==> config.mk <==
export PLATFORM = sky130hd
export DESIGN_NAME = rmt_div
export DESIGN_NICKNAME = d
export VERILOG_FILES = /design/src/regret_matching_table_core_assert.svh /design/src/rmt_pkg.sv /design/src/rmt_div.sv
export SDC_FILE = /design/constraint.sdc
export NUM_CORES = 1
export LEC_CHECK = 0
export BUFFER_PORTS_ARGS = -buffer_cell sky130_fd_sc_hd__buf_2
export CORE_MARGIN = 2
export CORE_UTILIZATION = 35
export DETAILED_ROUTE_END_ITERATION = 16
export SLEW_MARGIN = 40
export SYNTH_ARGS = -nofsm -noshare
export SYNTH_HDL_FRONTEND = slang
export SYNTH_SLANG_ARGS = --single-unit
==> constraint.sdc <==
create_clock -name clk -period 5.75 [get_ports clk]
set_input_delay 0.8625 -clock clk [delete_from_list [all_inputs] [get_ports clk]]
set_output_delay 0.8625 -clock clk [all_outputs]
set_load 0.01 [all_outputs]
==> src/regret_matching_table_core_assert.svh <==
// Assertion macros for the regret-matching table core.
`ifndef REGRET_MATCHING_TABLE_CORE_ASSERT_SVH
`define REGRET_MATCHING_TABLE_CORE_ASSERT_SVH

// Same-cycle implication, checked out of reset.
`define RMT_ASSERT_NOW(label, clk, rst_n, ante, cons) \
  label: assert property (@(posedge clk) disable iff (!rst_n) (ante) |-> (cons)) \
    else $error("assertion failed");

// Next-cycle implication, checked out of reset.
`define RMT_ASSERT_NEXT(label, clk, rst_n, ante, cons) \
  label: assert property (@(posedge clk) disable iff (!rst_n) (ante) |=> (cons)) \
    else $error("assertion failed");

`endif

==> src/rmt_pkg.sv <==
// ----------------------------------------------------------------------------
// rmt_pkg
// Shared constants, types and helpers of the regret-matching table core.
// ----------------------------------------------------------------------------
`default_nettype none

package rmt_pkg;

  localparam int CARD_COUNT   = 36;
  localparam int ACTION_SLOTS = 4;
  localparam int OUT_SLOTS    = 4;
  localparam int ENTRY_W      = 31;
  localparam int PROB_W       = 17;
  localparam int SUM_W        = 33;
  localparam int NUM_W        = 48;
  localparam int QUOT_W       = 17;
  localparam int DIV_STEPS    = 17;

  localparam logic [1:0] FUNC_REGRET  = 2'd0;
  localparam logic [1:0] FUNC_STRAT   = 2'd1;
  localparam logic [1:0] FUNC_CURRENT = 2'd2;
  localparam logic [1:0] FUNC_AVERAGE = 2'd3;

  localparam logic [ENTRY_W-1:0] ENTRY_MAX     = '1;
  localparam logic [SUM_W-1:0]   AVG_THRESHOLD = SUM_W'(655);
  localparam logic [2:0]         NUM_ACT_RESET = 3'd4;

  typedef struct packed {
    logic             start;
    logic [NUM_W-1:0] num;
    logic [SUM_W-1:0] den;
  } div_req_t;

  typedef struct packed {
    logic              done;
    logic [QUOT_W-1:0] quot;
  } div_resp_t;

  function automatic logic [PROB_W-1:0] even_share(input logic [2:0] n);
    logic [PROB_W-1:0] p;
    case (n)
      3'd1:    p = PROB_W'(65536);
      3'd2:    p = PROB_W'(32768);
      3'd3:    p = PROB_W'(21845);
      3'd4:    p = PROB_W'(16384);
      default: p = '0;
    endcase
    return p;
  endfunction

endpackage

`default_nettype wire

==> src/rmt_div.sv <==
// ----------------------------------------------------------------------------
// rmt_div
// Restoring divider, one quotient bit per cycle, quotient below 2^17.
// ----------------------------------------------------------------------------
`default_nettype none

module rmt_div (
  input  wire logic               clk,
  input  wire logic               rst_n,
  input  wire rmt_pkg::div_req_t  req,
  output rmt_pkg::div_resp_t      resp
);

  localparam int REM_W = rmt_pkg::NUM_W + 2;
  localparam int CNT_W = $clog2(rmt_pkg::DIV_STEPS);

  logic                       busy_r;
  logic                       done_r;
  logic [REM_W-1:0]           rem_r;
  logic [REM_W-1:0]           dvs_r;
  logic [rmt_pkg::QUOT_W-1:0] quot_r;
  logic [CNT_W-1:0]           cnt_r;

  always_ff @(posedge clk) begin
    if (!rst_n) begin
      busy_r <= 1'b0;
      done_r <= 1'b0;
      cnt_r  <= '0;
    end else begin
      done_r <= 1'b0;
      if (req.start) begin
        rem_r  <= {2'b00, req.num};
        dvs_r  <= {1'b0, req.den, 16'b0};
        quot_r <= '0;
        cnt_r  <= '0;
        busy_r <= 1'b1;
      end else if (busy_r) begin
        if (rem_r >= dvs_r) begin
          rem_r  <= rem_r - dvs_r;
          quot_r <= {quot_r[rmt_pkg::QUOT_W-2:0], 1'b1};
        end else begin
          quot_r <= {quot_r[rmt_pkg::QUOT_W-2:0], 1'b0};
        end
        dvs_r <= dvs_r >> 1;
        cnt_r <= cnt_r + 1'b1;
        if (cnt_r == CNT_W'(rmt_pkg::DIV_STEPS - 1)) begin
          busy_r <= 1'b0;
          done_r <= 1'b1;
        end
      end
    end
  end

  assign resp.done = done_r;
  assign resp.quot = quot_r;

endmodule

`default_nettype wire

==> results.ini, run 1 <==
[worst_setup_path]
critPathLaunchType = flop
reg2regPathDepth = 11
critPathMaxFanout = 28
cp.arrival_ns = 3.70
critPathRequiredTime_ns = 5.81
reg2reg_setup_slack_ns = 2.11
path_class = flop to flop
r2r-start = dvs_r[0]$_SDFFCE_PP0P_
crit_end = rem_r[2]$_DFFE_PP_
crit_start = dvs_r[0]$_SDFFCE_PP0P_
cp-end-kind = flop
r2r-end = rem_r[2]$_DFFE_PP_

[cells_and_area]
layout_common_cells = 123 x nand2_1, 116 x edfxtp_1, 100 x buf_2, 77 x o21ai_0, 74 x inv_1
fillCellCount = 2294
drive_gt1_share_pct = 16.5
num-nets-final = 1113
multi_input_comb_area_um2 = 4140
diodes = 0
register_area_um2 = 3620
syn2layout_area_growth_pct = 16.4
mostFrequentLayoutCell = nand2_1

[timing]
slew_violations = 0
setup_viol = 0
rsz0062_at_grt = false
max_clock_freq_mhz = 275
max_slew_margin_pct = 48.8
hold_violations = 0
skew_ns = 0.00773
final.setup.tns_ns = 0
finalCritPeriodShare_pct = 63.2
worst_slew_pin_slew_ns = 0.769
whs_ns = 0.496
finalCriticalPeriod_ns = 3.64

[detailed_routing]
ant_nets = 0
drc_errors = 0
drt_first_pass_iters = 5
vias = 6763
drt_iter0_markers = 469
avgViaCountPerCell = 5.19
routed_wl_mm = 20.7
wl_per_cell_um = 15.9

[power]
power.leakage_nw = 3.93
cellPowerDensity_nw_per_um2 = 303
peakVddDrop_mv = 0.161
totalPowerFinal_w = 0.00288

[clock_network]
cts_hold_buf = 0
ctsResizeCount = 0
cts.clk_slew.worst_paths_ns = 0.05
cts_tree = done
insertion_delay_ns = 0.42
cts_buffer_depth = 2
cts_root_buffer = clkbuf_16
numCtsBuffers = 17
cts.sinks = 123
htree_levels = 4
postCtsSetupRepairBufs = 0

[status]
status = complete, no violations

[logic_synthesis]
syn_area_per_cell_um2 = 9.19
ys_warn_count = 0
synth_area_um2 = 8180
yosys.area.top_type = edfxtp_1
synthArstFlopShare_pct = 0
syn_inst = 890
synth_nets = 1026
ys_seq_elements = 123
synth.area.top_cells = edfxtp_1 43%, ha_1 7.8%, nand2_1 5.6%
ys.flop_type = edfxtp_1
synth_edf_count = 116
yosys.area.top_type_share_pct = 42.6
synth_cell_type_count = 71
ys_seq_area_share_pct = 44.3

[placement]
dpl.hpwl_mm = 15.1
gp_congestion = 0.891
portBuffers = 101

[grt]
grt_pass1_vias = 6339
grt_max_degree = 109
grt_usage_pct = 17.4
grt-ovfl-total = 0
grt_pass1_wl_mm = 33.3
grt_antenna_before_repair = 0

[worst_hold_path]
hp-class = flop to flop

[floorplanning]
die_x_um = 157
start_util_pct = 35.9
dieArea_um2 = 24600
rows = 55
core_area_um2 = 22800
ioPinCount = 102
die_h_um = 157

[job]
maxCapViolCount = 0

synthesized netlist by cell type (3+ instances only):
cell type  count
nand2_1      123
edfxtp_1     116
o21ai_0       77
inv_1         76
a21oi_1       63
nor2_1        58
ha_1          51
a21o_1        26
clkbuf_1      26
xnor2_1       22
nor2b_1       21
nand3_1       19
o21ai_1       19
nor3_1        14
and3_1        13
xor2_1        13
nand4_1       12
o211ai_1       9
a31oi_1        8
o21bai_1       8
dfxtp_1        7
a211oi_1       6
buf_1          6
o21a_1         6
o31ai_1        6
nand2b_1       5
a311oi_1       4
and2_1         4
buf_2          4
or3_1          4
mux2i_1        3
nor3b_1        3
nor4_1         3
o211a_1        3
or2_2          3
stage by stage:
| step | instances | util [%] | setup slack [ns] | cell area, µm² |
|---|---|---|---|---|
| floorplan | 890 | - | 1.03 | 8190 |
| finish | 1303 | 41.8 | 2.11 | 9520 |
| detailed placement | 1271 | 39.4 | 2.13 | 8980 |
| global placement | 1271 | 39.4 | 2.27 | 8980 |
| CTS | 1303 | 41.8 | 2.10 | 9520 |
| global route | 1303 | 41.8 | 1.88 | 9520 |
area by class of cell:
type                       instances  share of cell area (%)
clock inverter                    11                    1.08
clock buffer                      21                    4.62
inverter                          76                    3.02
tap                              313                    4.11
sequential                       123                    38.0
multi-input combinational        654                    43.4
timing repair buffer             105                    5.69
flip-flops by register name, indices dropped and copies added (netlist names):
register	cells
busy_r	1
quot_r	17
cnt_r	5
dvs_r	49
rem_r	50
done_r	1
worst min-delay path by stage:
stage	startpoint	to	slack [ns]	cells after the start
floorplan	cnt_r[4]$_SDFFE_PP0P_	done_r$_SDFF_PP0_	0.46	2
global placement	cnt_r[4]$_SDFFE_PP0P_	done_r$_SDFF_PP0_	0.50	2
detailed placement	cnt_r[4]$_SDFFE_PP0P_	done_r$_SDFF_PP0_	0.49	2
CTS	cnt_r[4]$_SDFFE_PP0P_	done_r$_SDFF_PP0_	0.51	2
global route	cnt_r[4]$_SDFFE_PP0P_	done_r$_SDFF_PP0_	0.52	2
finish	cnt_r[4]$_SDFFE_PP0P_	done_r$_SDFF_PP0_	0.50	2
logic make-up after synthesis:
group,Yosys count,synth area share [%]
AOI/OAI and AO/OA,270,21.4
xor gates and xnor gates,35,3.75
adders and majority gates,52,8.05
buffers and inverters,113,5.29
DFF,123,44.3
muxes,5,0.642
and+or+nand+nor,292,16.6
worst max-delay path: stages, from the launching register on:
cell	delay (ns)
edfxtp_1	0.36
ha_1	0.22
fa_1	0.41
and2b_1	0.23
o211ai_1	0.12
a31oi_2	0.34
o21ai_2	0.15
a211oi_2	0.40
o21ai_1	0.17
a21o_1	0.22
a211oi_4	0.21
buf_4	0.43
power breakdown:
part | internal (W) | switching (W)
logic | 0.000295 | 0.000471
clock network | 0.000628 | 0.000386
registers | 0.00108 | 0.0000231
total | 0.00200 | 0.000880
routing by layer:
| metal | GRT usage (%) | share of wire [%] | vias to the layer above |
|---|---|---|---|
| li1 | - | - | 3381 |
| met1 | 26.1 | 50 | 3143 |
| met2 | 25.1 | 43 | 212 |
| met4 | 5.16 | 1.5 | 0 |
| met3 | 3.38 | 5.5 | 27 |
| met5 | 0 | 0 | - |
No activity file was read; power rests on OpenSTA's default activity.
==> run 2, diff against run 1 <==
ABC_AREA = 1   (was unset)
clock period = 3.1 ns   (was 5.75 ns; I/O delays follow)
==> run 2 against run 1 <==
Maximum frequency up 42%. Routed wire length rose by 32%. Clock power up 78%. Register-to-register slack worse by 1.6 ns. Critical endpoint is now rem_r[35]$_DFFE_PP_. Global-route usage increased by 1.9 points. Final area grew 18%. Flip-flop and latch count is the same.
==> results.ini, run 2 <==
[status]
status = complete, no violations

[logic_synthesis]
synth_commonest_cells = 537 x nand2_1, 307 x inv_1, 116 x edfxtp_1, 87 x nor2_1, 75 x nand3_1
syn_area_per_cell_um2 = 6.71  ; -27%
syn_inst = 1455  ; +63%
synthArstFlopShare_pct = 0  ; unchanged
synth_mux_area_share_pct = 0  ; -0.64 points
synth_top_family_by_area = simple AND/OR/NAND/NOR gates
yosysMostFrequentCell = nand2_1
synth_simple_gate_area_share_pct = 36.5  ; +20 points
ys_seq_area_share_pct = 37.1  ; -7.2 points
synthAdderAreaFrac_pct = 6.74  ; -1.3 points
synth_edf_count = 116  ; unchanged
synth.area.top_cells = edfxtp_1 36%, nand2_1 21%, inv_1 12%
yosys.area.top_type = edfxtp_1
synth_nets = 1591  ; +55%
yosys.area.top_type_share_pct = 35.7  ; -6.9 points
yosys.area_share.xor_xnor_pct = 0.987  ; -2.8 points
synth_cell_type_count = 35  ; -51%
synth_compound_area_share_pct = 4.86  ; -16 points
ys_warn_count = 0  ; unchanged
ys_seq_elements = 123  ; unchanged
synth_area_um2 = 9770  ; +19%
ys.flop_type = edfxtp_1

[clock_network]
cts_root_buffer = clkbuf_16
ctsResizeCount = 0  ; unchanged
cts_hold_buf = 0  ; unchanged
postCtsSetupRepairBufs = 0  ; unchanged
cts_tree = done
htree_levels = 4  ; unchanged
cts_buffer_depth = 2  ; unchanged
insertion_delay_ns = 0.43  ; about the same
numCtsBuffers = 17  ; unchanged
cts.clk_slew.worst_paths_ns = 0.06  ; about the same
cts.sinks = 123  ; unchanged

[detailed_routing]
ant_nets = 0  ; unchanged
avgViaCountPerCell = 4.51  ; -13%
routed_wl_mm = 27.4  ; +32%
drt_iter0_markers = 603  ; +29%
wl_per_cell_um = 14.0  ; -12%
vias = 8802  ; +30%
drt_first_pass_iters = 5  ; unchanged
drc_errors = 0  ; unchanged

[timing]
hold_violations = 0  ; unchanged
slew_violations = 0  ; unchanged
finalCriticalPeriod_ns = 2.57  ; -1.07 ns
max_slew_margin_pct = 61.2  ; +12 points
rsz0062_at_grt = false
worst_slew_pin_slew_ns = 0.582  ; -0.187 ns
finalCritPeriodShare_pct = 82.9  ; +20 points
max_clock_freq_mhz = 389  ; +42%
setup_viol = 0  ; unchanged
skew_ns = 0.00800  ; +0.000272 ns
final.setup.tns_ns = 0  ; unchanged

[grt]
grt_max_degree = 94  ; -14%
grt_pass1_vias = 8443  ; +33%
grt_usage_pct = 19.3  ; +1.9 points
met1_usage_pct = 26.9  ; +0.78 points
grt_pass1_wl_mm = 43.3  ; +30%
use_met3_pct = 2.48  ; -0.90 points
grt-ovfl-total = 0  ; unchanged
grt.busiest_layer = met2
grt_antenna_before_repair = 0  ; unchanged
grtUsageMet2_pct = 31.6  ; +6.4 points

[floorplanning]
dieArea_um2 = 29300  ; +19%
die_h_um = 171  ; +9.0%
die_x_um = 171  ; +9.0%
start_util_pct = 35.3  ; -0.57 points
core_area_um2 = 27600  ; +21%
rows = 61  ; +11%
ioPinCount = 102  ; unchanged

[cells_and_area]
drive_gt1_share_pct = 15.6  ; -0.88 points
mostFrequentLayoutCell = nand2_1
diodes = 0  ; unchanged
syn2layout_area_growth_pct = 15.1
top_register = rem_r
reg_top3 = rem_r: 50 flops, dvs_r: 49 flops, quot_r: 17 flops
num-nets-final = 1695  ; +52%
largest_reg_flops = 50  ; unchanged
layout_common_cells = 537 x nand2_1, 306 x inv_1, 116 x edfxtp_1, 100 x buf_2, 87 x nor2_1
fin_util_pct = 40.7  ; -1.1 points

[worst_setup_path]
critPathLaunchType = flop
crit_buf_inv = 4  ; +3
critPathTopFamily = simple AND/OR/NAND/NOR gates
path_common_cell = nand2_1
path_cells = ha_1 -> nand2_2 -> inv_2 -> nand2_1 -> nand2_1 -> inv_1 -> nand3_2 -> nand2_2 -> nand2_2 -> nand2_1 -> nand4_1 -> nand2_1 -> clkinvlp_4 -> buf_12
critPathRequiredTime_ns = 3.20  ; -2.61 ns
reg2regPathDepth = 14  ; +3
r2r-start = rem_r[8]$_DFFE_PP_
r2r-end = rem_r[35]$_DFFE_PP_
reg2reg_setup_slack_ns = 0.53  ; -1.58 ns
cp_slowest_cell = edfxtp_1
path_class = flop to flop
cpPeakStageDelay_ns = 0.38  ; -0.05 ns
cp.arrival_ns = 2.67  ; -1.03 ns
cp-end-kind = flop
critPathMaxFanout = 50  ; +79%

[placement]
dpl.hpwl_mm = 22.0  ; +46%
gp_congestion = 0.977  ; +9.7%
portBuffers = 101  ; unchanged

[power]
peakVddDrop_mv = 0.267  ; +66%
cellPowerDensity_nw_per_um2 = 482  ; +59%
power.leakage_nw = 5.88  ; +50%

[worst_hold_path]
whs_path_depth = 3  ; +1
min_to = dvs_r[48]$_SDFFCE_PN0P_
hp-class = input port to flop
worstHoldStart = req[32]

[job]
maxCapViolCount = 0  ; unchanged

==> run 2: how the worst max path moves through the flow <==
stage / startpoint / end / slack [ns] / cells past startpoint
after floorplan: req[81] / rem_r[0]$_DFFE_PP_ / 0.11 / 5
after global placement: dvs_r[0]$_SDFFCE_PP0P_ / rem_r[34]$_DFFE_PP_ / 0.59 / 12
after detailed placement: dvs_r[0]$_SDFFCE_PP0P_ / rem_r[34]$_DFFE_PP_ / 0.56 / 12
after CTS: rem_r[0]$_DFFE_PP_ / rem_r[45]$_DFFE_PP_ / 0.53 / 13
after global routing: rem_r[32]$_DFFE_PP_ / rem_r[33]$_DFFE_PP_ / 0.31 / 12
final: rem_r[8]$_DFFE_PP_ / rem_r[35]$_DFFE_PP_ / 0.53 / 14
==> run 2: final cells by class <==
| cell class | instances | area (µm²) |
|---|---|---|
| clock inverter | 13 | 78.8 |
| clock buffer | 19 | 433 |
| multi-input combinational | 976 | 4800 |
| fill | 3075 | 16400 |
| timing repair buffer | 108 | 577 |
| sequential | 123 | 3620 |
| inverter | 333 | 1250 |
| tap | 378 | 473 |
==> run 2: cell families after synthesis <==
logic type | Yosys count
compound gates | 92
xor+xnor | 11
fa+ha+maj | 52
simple gates | 821
flops | 123
buf+inv | 356
==> run 2: tightest hold or removal path: stages <==
cell and delay, ns:
buf_2 0.07, nand2_1 0.04, inv_1 0.04
==> run 2: per-stage QoR <==
step	instance area [µm²]	std cells	power [W]	hold slack, ns	worst slack, ns
2_1_floorplan	9770	1455	0.00319	0.469	0.106
3_3_place_gp	10700	1918	0.00363	0.486	0.593
3_5_place_dp	10700	1918	0.00365	0.495	0.558
4_1_cts	11200	1950	0.00547	0.284	0.534
5_1_grt	11200	1950	0.00576	0.309	0.309
6_report	11200	1950	0.00542	0.296	0.531
==> run 2: layer usage <==
metal / up-vias / part of all wire (%)
li1: 4644 / -
met3: 22 / 3.4
met5: - / 0
met4: 0 / 1.3
met2: 148 / 45
met1: 3988 / 50
==> run 2: power breakdown <==
group          switching (W)  total [W]  internal [W]
Combinational        0.00107    0.00160      0.000527
Clock               0.000792    0.00180       0.00101
Sequential         0.0000379    0.00202       0.00198
